==> src/rtl/link_watchdog_emergency_latch_top_macros.svh <==
// assertion helpers used by the rtl core
`ifndef LINK_WATCHDOG_EMERGENCY_LATCH_TOP_MACROS_SVH
`define LINK_WATCHDOG_EMERGENCY_LATCH_TOP_MACROS_SVH

// same-cycle implication, checked out of reset
`define LWEL_ASSERT_NOW(label, clk, rst, ante, cons, msg) \
  label: assert property (@(posedge clk) disable iff (rst) (ante) |-> (cons)) \
    else $error(msg);

// next-cycle implication, checked out of reset
`define LWEL_ASSERT_NEXT(label, clk, rst, ante, cons, msg) \
  label: assert property (@(posedge clk) disable iff (rst) (ante) |=> (cons)) \
    else $error(msg);

`endif

==> src/rtl/lwel_pkg.sv <==
`timescale 1ns / 1ps

package lwel_pkg;

  localparam logic [2:0] OP_TICK   = 3'd0;
  localparam logic [2:0] OP_FRAME  = 3'd1;
  localparam logic [2:0] OP_DUP    = 3'd2;
  localparam logic [2:0] OP_REJECT = 3'd3;
  localparam logic [2:0] OP_FAULT  = 3'd4;

  localparam logic [2:0] MODE_STARTUP = 3'd0;
  localparam logic [2:0] MODE_ONLINE  = 3'd1;
  localparam logic [2:0] MODE_TIMEOUT = 3'd2;
  localparam logic [2:0] MODE_EMERG   = 3'd3;
  localparam logic [2:0] MODE_FAULT   = 3'd4;

  localparam logic [2:0] WHY_NONE       = 3'd0;
  localparam logic [2:0] WHY_FAULT      = 3'd1;
  localparam logic [2:0] WHY_EMERG      = 3'd2;
  localparam logic [2:0] WHY_NO_FRAME   = 3'd3;
  localparam logic [2:0] WHY_FRAME_ERR  = 3'd4;
  localparam logic [2:0] WHY_TIMEOUT    = 3'd5;
  localparam logic [2:0] WHY_DISCONNECT = 3'd6;

  localparam logic [1:0] REG_RECOVERY_FRAMES   = 2'd0;
  localparam logic [1:0] REG_TIMEOUT_MS        = 2'd1;
  localparam logic [1:0] REG_FRAME_ERROR_LIMIT = 2'd2;

  localparam logic [7:0]  RECOVERY_FRAMES_RST   = 8'd5;
  localparam logic [15:0] TIMEOUT_MS_RST        = 16'd500;
  localparam logic [15:0] FRAME_ERROR_LIMIT_RST = 16'd10;

  localparam logic [7:0]  GOOD_RUN_MAX   = 8'hFF;
  localparam logic [15:0] REJECT_RUN_MAX = 16'hFFFF;

  typedef struct packed {
    logic [2:0]         opcode;
    logic [31:0]        time_ms;
    logic               emergency;
    logic               connected;
    logic signed [15:0] speed_left;
    logic signed [15:0] speed_right;
    logic signed [15:0] axis_up_down;
    logic signed [15:0] axis_left_right;
    logic [31:0]        fault_bits;
  } item_t;

  typedef struct packed {
    logic [2:0]         mode;
    logic [2:0]         no_input_reason;
    logic               drive_enable;
    logic signed [15:0] target_left;
    logic signed [15:0] target_right;
    logic signed [15:0] shown_up_down;
    logic signed [15:0] shown_left_right;
    logic [7:0]         recovery_left;
    logic [31:0]        frame_age_ms;
    logic               timeout_entered;
    logic [15:0]        timeout_total;
    logic [31:0]        fault_flags;
  } result_t;

  typedef struct packed {
    logic [7:0]  recovery_frames;
    logic [15:0] timeout_ms;
    logic [15:0] frame_error_limit;
  } cfg_t;

  // beat handed from one stage to the next
  typedef struct packed {
    logic  valid;
    item_t item;
  } item_beat_t;

  typedef struct packed {
    logic    load;
    result_t result;
  } result_beat_t;

endpackage

==> src/rtl/link_watchdog_emergency_latch_top.sv <==
`timescale 1ns / 1ps
// channel   handshake                  payload
// item      item_valid / item_stall    item (item_t)
// result    result_valid / result_stall result (result_t)
// cfg       cfg_valid / cfg_ready      cfg_index, cfg_data
//
// one beat per cycle sustained while result_stall stays low; an item is taken into the
// input register, then loaded with the state update into the result register once it is free
// state and the result register update together in one pass
// rst is synchronous; it empties both registers and restores the cfg defaults
// a stalled result holds; the input register then fills and item_stall rises

module link_watchdog_emergency_latch_top (
  input  logic              clk,
  input  logic              rst,
  input  logic              item_valid,
  output logic              item_stall,
  input  lwel_pkg::item_t   item,
  output logic              result_valid,
  input  logic              result_stall,
  output lwel_pkg::result_t result,
  input  logic              cfg_valid,
  output logic              cfg_ready,
  input  logic [1:0]        cfg_index,
  input  logic [15:0]       cfg_data
);
  import lwel_pkg::*;

  cfg_t         cfg;
  item_beat_t   held;
  result_beat_t beat;
  logic         fire;
  logic         out_free;

  assign cfg_ready = 1'b1;

  always_ff @(posedge clk) begin
    if (rst) begin
      cfg.recovery_frames   <= RECOVERY_FRAMES_RST;
      cfg.timeout_ms        <= TIMEOUT_MS_RST;
      cfg.frame_error_limit <= FRAME_ERROR_LIMIT_RST;
    end else if (cfg_valid && cfg_ready) begin
      case (cfg_index)
        REG_RECOVERY_FRAMES:   cfg.recovery_frames   <= cfg_data[7:0];
        REG_TIMEOUT_MS:        cfg.timeout_ms        <= cfg_data;
        REG_FRAME_ERROR_LIMIT: cfg.frame_error_limit <= cfg_data;
        default: begin
          cfg <= cfg;
        end
      endcase
    end
  end

  lwel_in_stage u_in (
    .clk        (clk),
    .rst        (rst),
    .item_valid (item_valid),
    .item_stall (item_stall),
    .item       (item),
    .fire       (fire),
    .held       (held)
  );

  lwel_core u_core (
    .clk      (clk),
    .rst      (rst),
    .cfg      (cfg),
    .held     (held),
    .out_free (out_free),
    .fire     (fire),
    .beat     (beat)
  );

  lwel_out_stage u_out (
    .clk          (clk),
    .rst          (rst),
    .beat         (beat),
    .out_free     (out_free),
    .result_valid (result_valid),
    .result_stall (result_stall),
    .result       (result)
  );

endmodule

==> src/rtl/lwel_in_stage.sv <==
`timescale 1ns / 1ps

module lwel_in_stage (
  input  logic               clk,
  input  logic               rst,
  input  logic               item_valid,
  output logic               item_stall,
  input  lwel_pkg::item_t    item,
  input  logic               fire,
  output lwel_pkg::item_beat_t held
);
  import lwel_pkg::*;

  logic  hold_valid;
  logic  hold_valid_next;
  item_t hold_item;
  logic  take;

  assign item_stall      = hold_valid & ~fire;
  assign take            = item_valid & ~item_stall;
  assign hold_valid_next = take | (hold_valid & ~fire);

  always_ff @(posedge clk) begin
    if (rst) begin
      hold_valid <= 1'b0;
    end else begin
      hold_valid <= hold_valid_next;
    end
  end

  always_ff @(posedge clk) begin
    if (take) begin
      hold_item <= item;
    end
  end

  assign held.valid = hold_valid;
  assign held.item  = hold_item;

endmodule

==> src/rtl/lwel_core.sv <==
`timescale 1ns / 1ps
`include "link_watchdog_emergency_latch_top_macros.svh"

module lwel_core (
  input  logic                   clk,
  input  logic                   rst,
  input  lwel_pkg::cfg_t         cfg,
  input  lwel_pkg::item_beat_t   held,
  input  logic                   out_free,
  output logic                   fire,
  output lwel_pkg::result_beat_t beat
);
  import lwel_pkg::*;

  typedef struct packed {
    logic [2:0]  cur_mode;
    logic [2:0]  prior_mode;
    logic        latched;
    logic [7:0]  good_run;
    logic [15:0] reject_run;
    logic        seen_frame;
    logic [31:0] last_good_ms;
    logic        link_present;
    logic [15:0] req_left;
    logic [15:0] req_right;
    logic [15:0] req_up_down;
    logic [15:0] req_left_right;
    logic [31:0] fault_store;
    logic [15:0] timeout_count;
  } lwel_state_t;

  lwel_state_t st;
  lwel_state_t st_next;
  item_t       it;
  logic [31:0] age_diff;
  logic [7:0]  good_inc;
  logic [2:0]  tick_mode;
  logic        entered;
  logic [2:0]  why;
  logic        drive;
  result_t     res;

  assign it   = held.item;
  assign fire = held.valid & out_free;

  assign age_diff = it.time_ms - st.last_good_ms;
  assign good_inc = (st.good_run != GOOD_RUN_MAX) ? st.good_run + 8'd1 : st.good_run;

  always_comb begin
    if (st.fault_store != 32'd0) begin
      tick_mode = MODE_FAULT;
    end else if (st.latched) begin
      tick_mode = MODE_EMERG;
    end else if (!st.seen_frame) begin
      tick_mode = MODE_STARTUP;
    end else if (age_diff >= {16'd0, cfg.timeout_ms}) begin
      tick_mode = MODE_TIMEOUT;
    end else begin
      tick_mode = MODE_ONLINE;
    end
  end

  always_comb begin
    st_next = st;
    entered = 1'b0;
    case (it.opcode)
      OP_TICK: begin
        st_next.cur_mode   = tick_mode;
        st_next.prior_mode = tick_mode;
        if (tick_mode == MODE_TIMEOUT && st.prior_mode != MODE_TIMEOUT) begin
          entered                = 1'b1;
          st_next.timeout_count  = st.timeout_count + 16'd1;
          st_next.req_left       = 16'd0;
          st_next.req_right      = 16'd0;
          st_next.req_up_down    = 16'd0;
          st_next.req_left_right = 16'd0;
        end
        if (!(tick_mode == MODE_ONLINE && st.link_present)) begin
          st_next.req_up_down    = 16'd0;
          st_next.req_left_right = 16'd0;
        end
      end
      OP_FRAME: begin
        st_next.last_good_ms = it.time_ms;
        st_next.seen_frame   = 1'b1;
        st_next.reject_run   = 16'd0;
        st_next.link_present = it.connected;
        if (it.emergency) begin
          st_next.latched        = 1'b1;
          st_next.good_run       = 8'd0;
          st_next.req_left       = 16'd0;
          st_next.req_right      = 16'd0;
          st_next.req_up_down    = 16'd0;
          st_next.req_left_right = 16'd0;
        end else if (st.latched) begin
          if (good_inc >= cfg.recovery_frames) begin
            st_next.latched  = 1'b0;
            st_next.good_run = 8'd0;
          end else begin
            st_next.good_run = good_inc;
          end
          st_next.req_left       = 16'd0;
          st_next.req_right      = 16'd0;
          st_next.req_up_down    = 16'd0;
          st_next.req_left_right = 16'd0;
        end else begin
          st_next.good_run       = 8'd0;
          st_next.req_left       = it.speed_left;
          st_next.req_right      = it.speed_right;
          st_next.req_up_down    = it.axis_up_down;
          st_next.req_left_right = it.axis_left_right;
        end
      end
      OP_REJECT: begin
        st_next.good_run = 8'd0;
        if (st.reject_run != REJECT_RUN_MAX) begin
          st_next.reject_run = st.reject_run + 16'd1;
        end
      end
      OP_FAULT: begin
        st_next.fault_store = st.fault_store | it.fault_bits;
      end
      default: begin
        st_next = st;
      end
    endcase
  end

  always_comb begin
    case (st_next.cur_mode)
      MODE_FAULT:   why = WHY_FAULT;
      MODE_EMERG:   why = WHY_EMERG;
      MODE_STARTUP: why = WHY_NO_FRAME;
      MODE_TIMEOUT: begin
        why = (st_next.reject_run >= cfg.frame_error_limit) ? WHY_FRAME_ERR : WHY_TIMEOUT;
      end
      default:      why = st_next.link_present ? WHY_NONE : WHY_DISCONNECT;
    endcase
  end

  assign drive = (st_next.cur_mode == MODE_ONLINE) && st_next.link_present &&
                 (st_next.fault_store == 32'd0);

  always_comb begin
    res.mode             = st_next.cur_mode;
    res.no_input_reason  = why;
    res.drive_enable     = drive;
    res.target_left      = drive ? st_next.req_left : 16'sd0;
    res.target_right     = drive ? st_next.req_right : 16'sd0;
    res.shown_up_down    = (why == WHY_NONE) ? st_next.req_up_down : 16'sd0;
    res.shown_left_right = (why == WHY_NONE) ? st_next.req_left_right : 16'sd0;
    res.recovery_left    = (st_next.latched && cfg.recovery_frames > st_next.good_run) ?
                           cfg.recovery_frames - st_next.good_run : 8'd0;
    if (it.opcode == OP_FRAME) begin
      res.frame_age_ms = 32'd0;
    end else begin
      res.frame_age_ms = st.seen_frame ? age_diff : it.time_ms;
    end
    res.timeout_entered  = entered;
    res.timeout_total    = st_next.timeout_count;
    res.fault_flags      = st_next.fault_store;
  end

  always_ff @(posedge clk) begin
    if (rst) begin
      st <= '0;
    end else if (fire) begin
      st <= st_next;
    end
  end

  assign beat.load   = fire;
  assign beat.result = res;

  `LWEL_ASSERT_NOW(a_unlatched_run_clear, clk, rst, !st.latched, st.good_run == 8'd0,
    "good run left over while unlatched")
  `LWEL_ASSERT_NEXT(a_fault_wins, clk, rst,
    fire && it.opcode == OP_TICK && st.fault_store != 32'd0, st.cur_mode == MODE_FAULT,
    "tick with stored fault did not select fault mode")
  `LWEL_ASSERT_NEXT(a_entry_counted, clk, rst, fire && entered,
    st.prior_mode == MODE_TIMEOUT && st.timeout_count == $past(st.timeout_count) + 16'd1,
    "timeout entry not recorded")

endmodule

==> src/rtl/lwel_out_stage.sv <==
`timescale 1ns / 1ps

module lwel_out_stage (
  input  logic                   clk,
  input  logic                   rst,
  input  lwel_pkg::result_beat_t beat,
  output logic                   out_free,
  output logic                   result_valid,
  input  logic                   result_stall,
  output lwel_pkg::result_t      result
);
  import lwel_pkg::*;

  logic    full;
  logic    full_next;
  result_t data;

  assign out_free  = ~full | ~result_stall;
  assign full_next = beat.load | (full & result_stall);

  always_ff @(posedge clk) begin
    if (rst) begin
      full <= 1'b0;
    end else begin
      full <= full_next;
    end
  end

  always_ff @(posedge clk) begin
    if (beat.load) begin
      data <= beat.result;
    end
  end

  assign result_valid = full;
  assign result       = data;

endmodule

==> config.mk <==
export PLATFORM = sky130hd
export DESIGN_NAME = link_watchdog_emergency_latch_top
export DESIGN_NICKNAME = d
export VERILOG_FILES = /design/src/rtl/lwel_pkg.sv /design/src/rtl/link_watchdog_emergency_latch_top.sv /design/src/rtl/lwel_in_stage.sv /design/src/rtl/lwel_core.sv /design/src/rtl/lwel_out_stage.sv
export VERILOG_INCLUDE_DIRS = /design/src /design/src/rtl
export SDC_FILE = /design/constraint.sdc
export NUM_CORES = 1
export LEC_CHECK = 0
export BUFFER_PORTS_ARGS = -buffer_cell sky130_fd_sc_hd__buf_2
export CAP_MARGIN = 5
export CORE_ASPECT_RATIO = 0.7
export CORE_UTILIZATION = 50
export DETAILED_ROUTE_END_ITERATION = 8
export GPL_TIMING_DRIVEN = 0
export PLACE_DENSITY_LB_ADDON = 0.15
export SYNTH_ARGS = -nofsm -noshare
export SYNTH_HDL_FRONTEND = slang
export SYNTH_HIERARCHICAL = 1
export SYNTH_SLANG_ARGS = --single-unit
==> constraint.sdc <==
create_clock -name clk -period 13.2 [get_ports clk]
set_input_delay 2.64 -clock clk [delete_from_list [all_inputs] [get_ports clk]]
set_output_delay 2.64 -clock clk [all_outputs]
set_load 0.005 [all_outputs]
Yosys cells after proc, flatten, opt, wreduce, memory -nomap -nowiden:

Index checks and enable logic that the tools add are counted.
W data, S select, Z words.

* output and inout bits: 163
* flip-flop bits (word level): 512
* word-level logic and storage cells: 119

* add/subtract/negate cells: 5
* muxes and demuxes: 28
* order comparisons: 4
* bitwise gates (word level): 12
* equality and inequality tests: 14
* reduce and logical (&&, ||, !) cells: 16

Operators with widths (number)
* $mux W64: 3
* $pmux W64 S2: 1
* $mux W32: 3
* $mux W16: 3
* $pmux W24 S2: 1
* $add A16 B1 Y16 const B: 2
* $ge A32 B16 Y1: 1
* $logic_not A32 Y1: 1
* $or A32 B32 Y32: 1
* $reduce_bool A32 Y1: 1
* $sub A32 B32 Y32: 1
* $mux W8: 3
* $ge A16 B16 Y1: 1
* $ne A16 B16 Y1 const B: 1
* $eq A3 B2 Y1 const B: 4
* $pmux W3 S4: 1
* $reduce_and A2 Y1: 5
* $eq A3 B1 Y1 const B: 3
* $logic_not A3 Y1: 3
* $mux W3: 3
* $mux W9: 1
* $add A8 B1 Y8 const B: 1
* $ge A8 B8 Y1: 1
* $gt A8 B8 Y1: 1
* other kinds (14): 33

Longest topological paths before layout:

Gate-level depths: netlist of the first run.

* depth in word-level cells: 11
* mapped depth: 26
* mapped depth without buffers: 25

Cells and area by module:

Netlist of the first run, hierarchy kept.

Modules (own cells, without submodules)
* lwel_core: cells an instance 1770, area an instance 12997.5 µm², instances 1, sequential area each 3543.4 µm²
* lwel_out_stage: cells an instance 164, area an instance 4837.1 µm², instances 1, sequential area each 4824.6 µm²
* lwel_in_stage: cells an instance 138, area an instance 4051.4 µm², instances 1, sequential area each 4013.8 µm²
* link_watchdog_emergency_latch_top: cells an instance 163, area an instance 1681.6 µm², instances 1, sequential area each 800.8 µm²

Least setup slack after synthesis of the first run:

OpenSTA, ideal clock, no wires.

* kind: input to register
* start point: input port result_stall
* end point: register u_in.hold_item, in the netlist u_in/held[0], enable pin
* buffers on the path: 2
* data required time: 12558 ps
* slack: 3066 ps
* arrival: 9492 ps
* library setup time: 642 ps
* stages on the path: 7
* cells stage by stage: nand2_1 -> nand2_1 -> inv_2 -> clkbuf_1 -> buf_1 -> nor2b_4 -> nor2b_1

* cells in the longest elaborated chain, start to end: 7

RTL lines
* start, declared: RTL line link_watchdog_emergency_latch_top.sv:20 `input logic result_stall,`
* $not A1 Y1: RTL line lwel_out_stage.sv:18 `assign out_free = ~full | ~result_stall;`
* $or A1 B1 Y1: RTL line lwel_out_stage.sv:18
* $and A1 B1 Y1: RTL line lwel_core.sv:44 `assign fire = held.valid & out_free;`
* named net fire: RTL line link_watchdog_emergency_latch_top.sv:32 `logic fire;`
* $not A1 Y1: RTL line lwel_in_stage.sv:19 `assign item_stall = hold_valid & ~fire;`
* $and A1 B1 Y1: RTL line lwel_in_stage.sv:19
* named net item_stall: RTL line link_watchdog_emergency_latch_top.sv:17 `output logic item_stall,`
* $not A1 Y1: RTL line lwel_in_stage.sv:20 `assign take = item_valid & ~item_stall;`
* $and A1 B1 Y1: RTL line lwel_in_stage.sv:20
* named net u_in.take: RTL line lwel_in_stage.sv:17 `logic take;`
* end signal, assigned: RTL line lwel_in_stage.sv:33 `hold_item <= item;`
* end, declared: RTL line lwel_in_stage.sv:16 `item_t hold_item;`

The timed path passes the listed nets, and every way through them passes these cells.
A chain may end at the register's enable or synchronous reset.

Worst setup path in the final report of the first run:

* start point: input port result_stall
* end point: output port item_stall

* cells in the longest elaborated chain, start to end: 5

RTL lines
* $not A1 Y1: RTL line lwel_out_stage.sv:18
* $or A1 B1 Y1: RTL line lwel_out_stage.sv:18
* named net out_free: RTL line link_watchdog_emergency_latch_top.sv:33 `logic out_free;`
* $and A1 B1 Y1: RTL line lwel_core.sv:44
* named net fire: RTL line link_watchdog_emergency_latch_top.sv:32
* $not A1 Y1: RTL line lwel_in_stage.sv:19
* $and A1 B1 Y1: RTL line lwel_in_stage.sv:19
* end, declared: RTL line link_watchdog_emergency_latch_top.sv:17

The timed path passes the listed nets, and every way through them passes these cells.

==> key figures, run 1 <==
Outcome
  • Status: finished clean

Logic synthesis
  • Sequential share of the synthesized area: 0.559
  • Number of synthesized flops with an enable pin: a little under 300
  • Synth top area share: 0.373
  • Syn avg cell area: roughly 11 um2
  • Top_reg_cell synth: edfxtp_1
  • #FFs+latches synth: around 500
  • Syn nets: 2475
  • Cell taking the most area after synthesis: edfxtp_1
  • Count of cell types in the netlist: 75
  • Synth cell count leaders: 293 x edfxtp_1, 249 x nor2_1, 219 x dfxtp_1
  • Top post-synthesis cells by area: edfxtp_1 37%, dfxtp_1 19%, ha_1 4.4%
  • Post-Syn Area: 23600 um2
  • Post-synthesis instance total: between 2000 and 2500
  • Cell with the most instances after synthesis: edfxtp_1
  • Async set-or-reset flop fraction in the synthesized netlist: 0
  • Syn. warnings: 6

Power
  • LEAKAGE: between 10 and 15 nW
  • Peak supply drop: 81.7 uV
  • Power density cells: 130 nW/um2

Setup path
  • Crit end category: output port
  • Worst setup SP type: primary input
  • Reg-to-Reg Start: u_in/held[102]$_DFFE_PP_
  • Worst endpoint data arrival time: roughly 4.7 ns
  • Required @ worst endpoint: between 10 and 15 ns
  • Worst-path maximum fanout: 11
  • Critical path class: in2out
  • Worst Setup SP: result_stall

Routing
  • DRC: 0
  • Drt wl/cell: around 19 um
  • Via count: ~18000
  • 1st-iter DRT viols: about 1400
  • First-pass detailed-route iteration total: 5
  • DRT antenna net count: 0
  • Vias per cell: 5.54
  • Total Wirelength: around 63000 um

Global route
  • Largest net degree at the start of global routing: 100
  • Initial antenna violation count: 9
  • First-pass GRT wire length: 96400 um
  • Total GRT Usage: 0.257
  • Vias in the first global route: approximately 17000
  • GRT overflow: 0

Cells and area
  • Nets@finish: about 2800
  • Area Overhead vs Synth: 17.8%
  • Layout cells sized above 1: 0.191
  • Layout Cells excl Fill: between 3000 and 4000
  • Layout Utilization: 0.597

Die
  • Die area: 48000 um2
  • Initial Util: 0.507
  • Io pins: approximately 320
  • Core area: between 40000 and 50000 um2
  • Site Rows: 66
  • Die W: roughly 260 um
  • Die H: ~180 um

Min path
  • Min-Delay Startpoint: u_core/st[128]$_SDFFE_PP0P_
  • Hold Crit Class: reg2reg

Clock tree
  • Total CTS buffers: 49
  • Clock Sinks: roughly 510
  • Clock slew at reported path FFs: approximately 0.060 ns
  • Hold buffers post-CTS: 0
  • Clk root buf: clkbuf_16
  • Post_cts resized: 0
  • Longest Clk Path Bufs: 3
  • Number of post-CTS setup repair buffers: 0
  • Clk Latency, worst-skew pair: between 0.5 and 0.6 ns
  • H-tree levels: 2
  • CTS tree: done

Place
  • PortBufs: around 320
  • Post-DP HPWL: 47000 um
  • Placed cell count: 3170
  • Global placer's final weighted congestion: about 0.91

Timing
  • Setup violators final: 0
  • Worst-Margin Slew: between 1 and 1.5 ns
  • Final hold viol count: 0
  • Slew margin rel.: 0.283
  • Period Utilization, post-route: 0.557
  • Setup tns final: 0 ns
  • Worst-case clock skew: 0.0136 ns
  • Slew Viols, Final: 0
  • Post-layout min period: 7.35 ns
  • Worst hold slack: approximately 0.45 ns
  • Highest Clock Rate: ~140 MHz
  • RSZ-0062 raised after global routing: false

Flow run
  • # Max-Cap Violations: 0
[layout by cell type (no fill, tap or decap), types with 11 or more instances in the layout]
| cell | synthesis | final |
|---|---|---|
| buf_2 | 16 | 333 |
| edfxtp_1 | 293 | 293 |
| nor2_1 | 249 | 249 |
| dfxtp_1 | 219 | 219 |
| nand2_1 | 180 | 180 |
| a21oi_1 | 173 | 173 |
| inv_1 | 120 | 120 |
| a22oi_1 | 106 | 106 |
| clkbuf_1 | 82 | 95 |
| ha_1 | 82 | 82 |
| mux2i_1 | 67 | 67 |
| nor3_1 | 59 | 59 |
| nand2b_1 | 58 | 58 |
| buf_4 | 58 | 57 |
| clkbuf_16 | 0 | 49 |
| nor2b_1 | 44 | 43 |
| nand3_1 | 37 | 37 |
| a21o_1 | 37 | 37 |
| nand4_1 | 34 | 34 |
| a22o_1 | 32 | 32 |
| xnor2_1 | 29 | 29 |
| xor2_1 | 27 | 27 |
| o21ai_0 | 26 | 26 |
| nor4_1 | 14 | 14 |
| o31ai_1 | 14 | 14 |
| clkbuf_8 | 0 | 13 |
| or4_1 | 11 | 11 |
| mux2_2 | 11 | 11 |
[cell type report]
class                           count  area, um2
Fill cell                        3924      18700
Timing Repair Buffer              323       1740
Buffer                            168        906
Clock buffer                       75       1450
Inverter                          122        458
Multi-Input combinational cell   1433       9040
Antenna cell                        6       15.0
Clock inverter                     16        214
Sequential cell                   512      13200
Tap cell                          612        766
[layer usage]
metal,part of all wire,global-route usage,vias up
li1,-,-,8727
met1,0.46,0.369,8676
met2,0.45,0.403,582
met3,0.061,0.0415,104
met4,0.024,0.0684,2
met5,0.00013,0,-
[critical path: stages]
cell,delay [ns]
buf_2,0.11
nand2_1,0.05
nand2_1,0.17
inv_2,0.27
clkbuf_1,0.52
buf_1,0.67
nor2b_4,0.10
buf_2,0.18
[where the power goes]
group	internal, mW	switching [mW]	leakage, nW	total [mW]
clock	0.842	0.617	0.823	1.46
sequential	1.76	0.0312	4.57	1.79
combinational	0.132	0.221	5.42	0.353
[flip-flops by register name (all words and copies together) (netlist names)]
register	cells
u_out/result_valid	1
u_in/held	133
u_in/hold_valid	1
u_out/result	160
u_core/st	177
cfg	40
[final timing paths]
path / depth (start not counted) / slack [ns] / endpoint
min reg2reg: 2 / 0.45 / u_core/st[128]$_SDFFE_PP0P_
max reg2reg: 20 / 6.78 / u_out/result[99]$_DFFE_PP_
min: 2 / 0.45 / u_core/st[128]$_SDFFE_PP0P_
max: 8 / 5.85 / item_stall
[through the flow]
stage / total power, mW / instance area [um2] / worst slack (ns)
2_1_floorplan: 2.03 / 23600 / 3.07
3_3_place_gp: 2.17 / 25900 / -1.15
3_5_place_dp: 2.17 / 26100 / 5.93
4_1_cts: 3.63 / 27800 / 5.92
5_1_grt: 3.73 / 27800 / 5.72
6_report: 3.60 / 27800 / 5.85
[cells by family (layout without fill, tap and decap cells)]
logic type,Yosys count,in the layout,share of synthesized area
DFF,512,512,0.559
AOI/OAI and AO/OA,476,476,0.135
xor gates and xnor gates,56,56,0.0208
muxes,78,78,0.0337
other,1,7,0.000159
buffers and inverters,290,704,0.0575
and+or+nand+nor,738,738,0.149
adders and majority gates,84,84,0.0452
(Power assumes the default switching activity.)
==> inputs of run 2 (changes only) <==
- clock period: 13.2 -> 6.3 ns (I/O delays scaled with it)
==> key figures, run 2 (synthesis gave the netlist of run 1 again) <==
Die
  • Site Rows: 66 (unchanged)
  • Die W: 261 um (unchanged)
  • Die H: 184 um (unchanged)
  • Io pins: 319 (unchanged)
  • Die area: 48000 um2 (unchanged)
  • Core area: 46500 um2 (unchanged)
  • Initial Util: 0.507 (unchanged)

Power
  • Peak supply drop: 224 uV (+170%)
  • P_int: 5.82 mW (+110%)
  • Power density cells: 274 nW/um2 (+110%)
  • Sw Pwr: 1.84 mW (+110%)
  • Seq pwr share: 0.490 (-0.007)
  • LEAKAGE: 10.9 nW (+0.41%)
  • Switching portion of total power: 0.240 (-0.00129)
  • Comb pwr share: 0.097 (about the same)
  • Clock Power Share: 0.413 (+0.008)

Setup path
  • Crit end category: flip-flop
  • Slowest stage delay, CP: 0.54 ns (-0.13 ns)
  • Slowest library cell on the worst path: a221oi_1
  • Worst-path maximum fanout: 10 (-1)
  • Crit path cell chain: ha_1 > a21oi_1 > o22ai_1 > a221oi_1 > nand2_1 > xor2_1 > ha_1 > nand2_1 > nor2_1 > a2111oi_2 > nand4_1 > mux2i_1 > and4_1 > nand4_1 > o21bai_1 > clkbuf_1 > nor3_1 > xor2_1 > buf_4
  • CP delay by family, top: compound AO/OA/AOI/OAI gates
  • Required @ worst endpoint: 6.63 ns (-3.93 ns)
  • Worst setup SP type: flip-flop
  • Worst endpoint data arrival time: 6.36 ns (+1.65 ns)
  • CP Buf/Inv Count: 2 (-3)
  • Critical path class: reg2reg

Timing
  • Final hold viol count: 0 (unchanged)
  • Worst-Margin Slew: 1.05 ns (-0.00728 ns)
  • Slew margin rel.: 0.293 (+0.0106)
  • Highest Clock Rate: ~170 MHz
  • Setup tns final: 0 ns (unchanged)
  • Worst-case clock skew: 0.0197 ns (+0.00606 ns)
  • Period Utilization, post-route: 0.957
  • Slew Viols, Final: 0 (unchanged)
  • Setup violators final: 0 (unchanged)
  • Post-layout min period: 6.03 ns

Global route
  • GRT overflow: 0 (unchanged)
  • Vias in the first global route: 17500 (+1.5%)
  • Initial antenna violation count: 11 (+2)
  • Largest net degree at the start of global routing: 87 (-13%)
  • Total GRT Usage: 0.259 (+0.00138)
  • First-pass GRT wire length: 96600 um (+0.12%)

Routing
  • DRT antenna net count: 0 (unchanged)
  • Drt wl/cell: 19.4 um (+0.41%)
  • Vias per cell: 5.58 (+0.77%)
  • Total Wirelength: 63300 um (+0.44%)
  • 1st-iter DRT viols: 1544 (+11%)
  • Via count: 18200 (+0.80%)
  • DRC: 0 (unchanged)
  • First-pass detailed-route iteration total: 5 (unchanged)

Cells and area
  • Area Overhead vs Synth: 18.3%
  • Commonest non-fill, non-tap cells in the layout: 333 x buf_2, 293 x edfxtp_1, 249 x nor2_1, 219 x dfxtp_1, 180 x nand2_1
  • Fillers: 3931 (+0.18%)
  • Layout cells sized above 1: 0.196 (+0.00498)
  • Final Cell Area: 27900 um2 (+0.45%)
  • Largest register FFs: 177 (unchanged)
  • Area of the multi-input gates: 9080 um2 (+0.53%)
  • Register area: 13200 um2 (unchanged)
  • Commonest non-fill, non-tap cell in the layout: buf_2
  • Nets@finish: 2848 (-0.035%)
  • Layout Utilization: 0.600 (+0.00267)
  • Register name with the most flops: u_core/st

Clock tree
  • Longest Clk Path Bufs: 3 (unchanged)
  • Number of post-CTS setup repair buffers: 0 (unchanged)
  • H-tree levels: 2 (unchanged)
  • Total CTS buffers: 49 (unchanged)
  • Clock slew at reported path FFs: 0.07 ns (about the same)
  • Clk Latency, worst-skew pair: 0.59 ns (about the same)
  • Clock Sinks: 512 (unchanged)
  • Clk root buf: clkbuf_16
  • CTS tree: done
  • Post_cts resized: 1 (+1)
  • Hold buffers post-CTS: 0 (unchanged)

Min path
  • Hold Crit Class: reg2reg

Place
  • Placed Area: 26100 um2 (unchanged)
  • Global placer's final weighted congestion: 0.913 (+0.36%)
  • Post-DP HPWL: 47000 um (+0.14%)
  • PortBufs: 317 (unchanged)

Flow run
  • # Max-Cap Violations: 0 (unchanged)

Outcome
  • Status: finished clean
run 2: final timing paths:
check,start,end,slack (ns),cells after the start
worst max-delay path,u_in/held[105]$_DFFE_PP_,u_out/result[38]$_DFFE_PP_,0.27,19
worst min-delay path,u_core/st[140]$_SDFFE_PP0P_,u_core/st[140]$_SDFFE_PP0P_,0.46,2
worst max register to register,u_in/held[105]$_DFFE_PP_,u_out/result[38]$_DFFE_PP_,0.27,19
worst min register to register,u_core/st[140]$_SDFFE_PP0P_,u_core/st[140]$_SDFFE_PP0P_,0.46,2
run 2: power groups by stage:
stage | clock network (mW) | registers (mW) | logic (mW)
finish | 3.16 | 3.75 | 0.743
global route | 3.35 | 3.76 | 0.811
CTS | 3.22 | 3.75 | 0.734
detailed placement | 0 | 3.82 | 0.729
global placement | 0 | 3.84 | 0.699
floorplan | 0 | 3.82 | 0.422
run 2: routing by layer:
| layer | share of wire | vias to the layer above | GRT usage | wire length (um) |
|---|---|---|---|---|
| li1 | - | 8739 | - | - |
| met1 | 0.47 | 8778 | 0.375 | 29400 |
| met2 | 0.44 | 598 | 0.391 | 28000 |
| met3 | 0.060 | 117 | 0.0415 | 3800 |
| met4 | 0.031 | 4 | 0.0914 | 1980 |
| met5 | 0.00027 | - | 0 | 17 |
run 2: metrics by stage:
step	power (mW)	hold WS (ns)	setup WS, ns	std cells
detailed placement	4.55	0.447	0.0492	3170
CTS	7.71	0.455	0.00288	3261
finish	7.65	0.456	0.272	3268
global placement	4.53	0.442	-2.76	3164
global route	7.93	0.472	-0.0111	3267
floorplan	4.24	0.436	0.145	2235
run 2: area by class of cell:
cell class                      count  share of cell area
Antenna cell                        8            0.000718
Buffer                            167              0.0323
Clock buffer                       66              0.0515
Clock inverter                     25              0.0110
Inverter                          122              0.0164
Multi-Input combinational cell   1433               0.326
Sequential cell                   512               0.473
Tap cell                          612              0.0275
Timing Repair Buffer              323              0.0623
run 2: tightest hold or removal path, stage by stage (launching register included):
cell,delay (ns)
dfxtp_1,0.31
nand2_1,0.05
a21oi_1,0.05
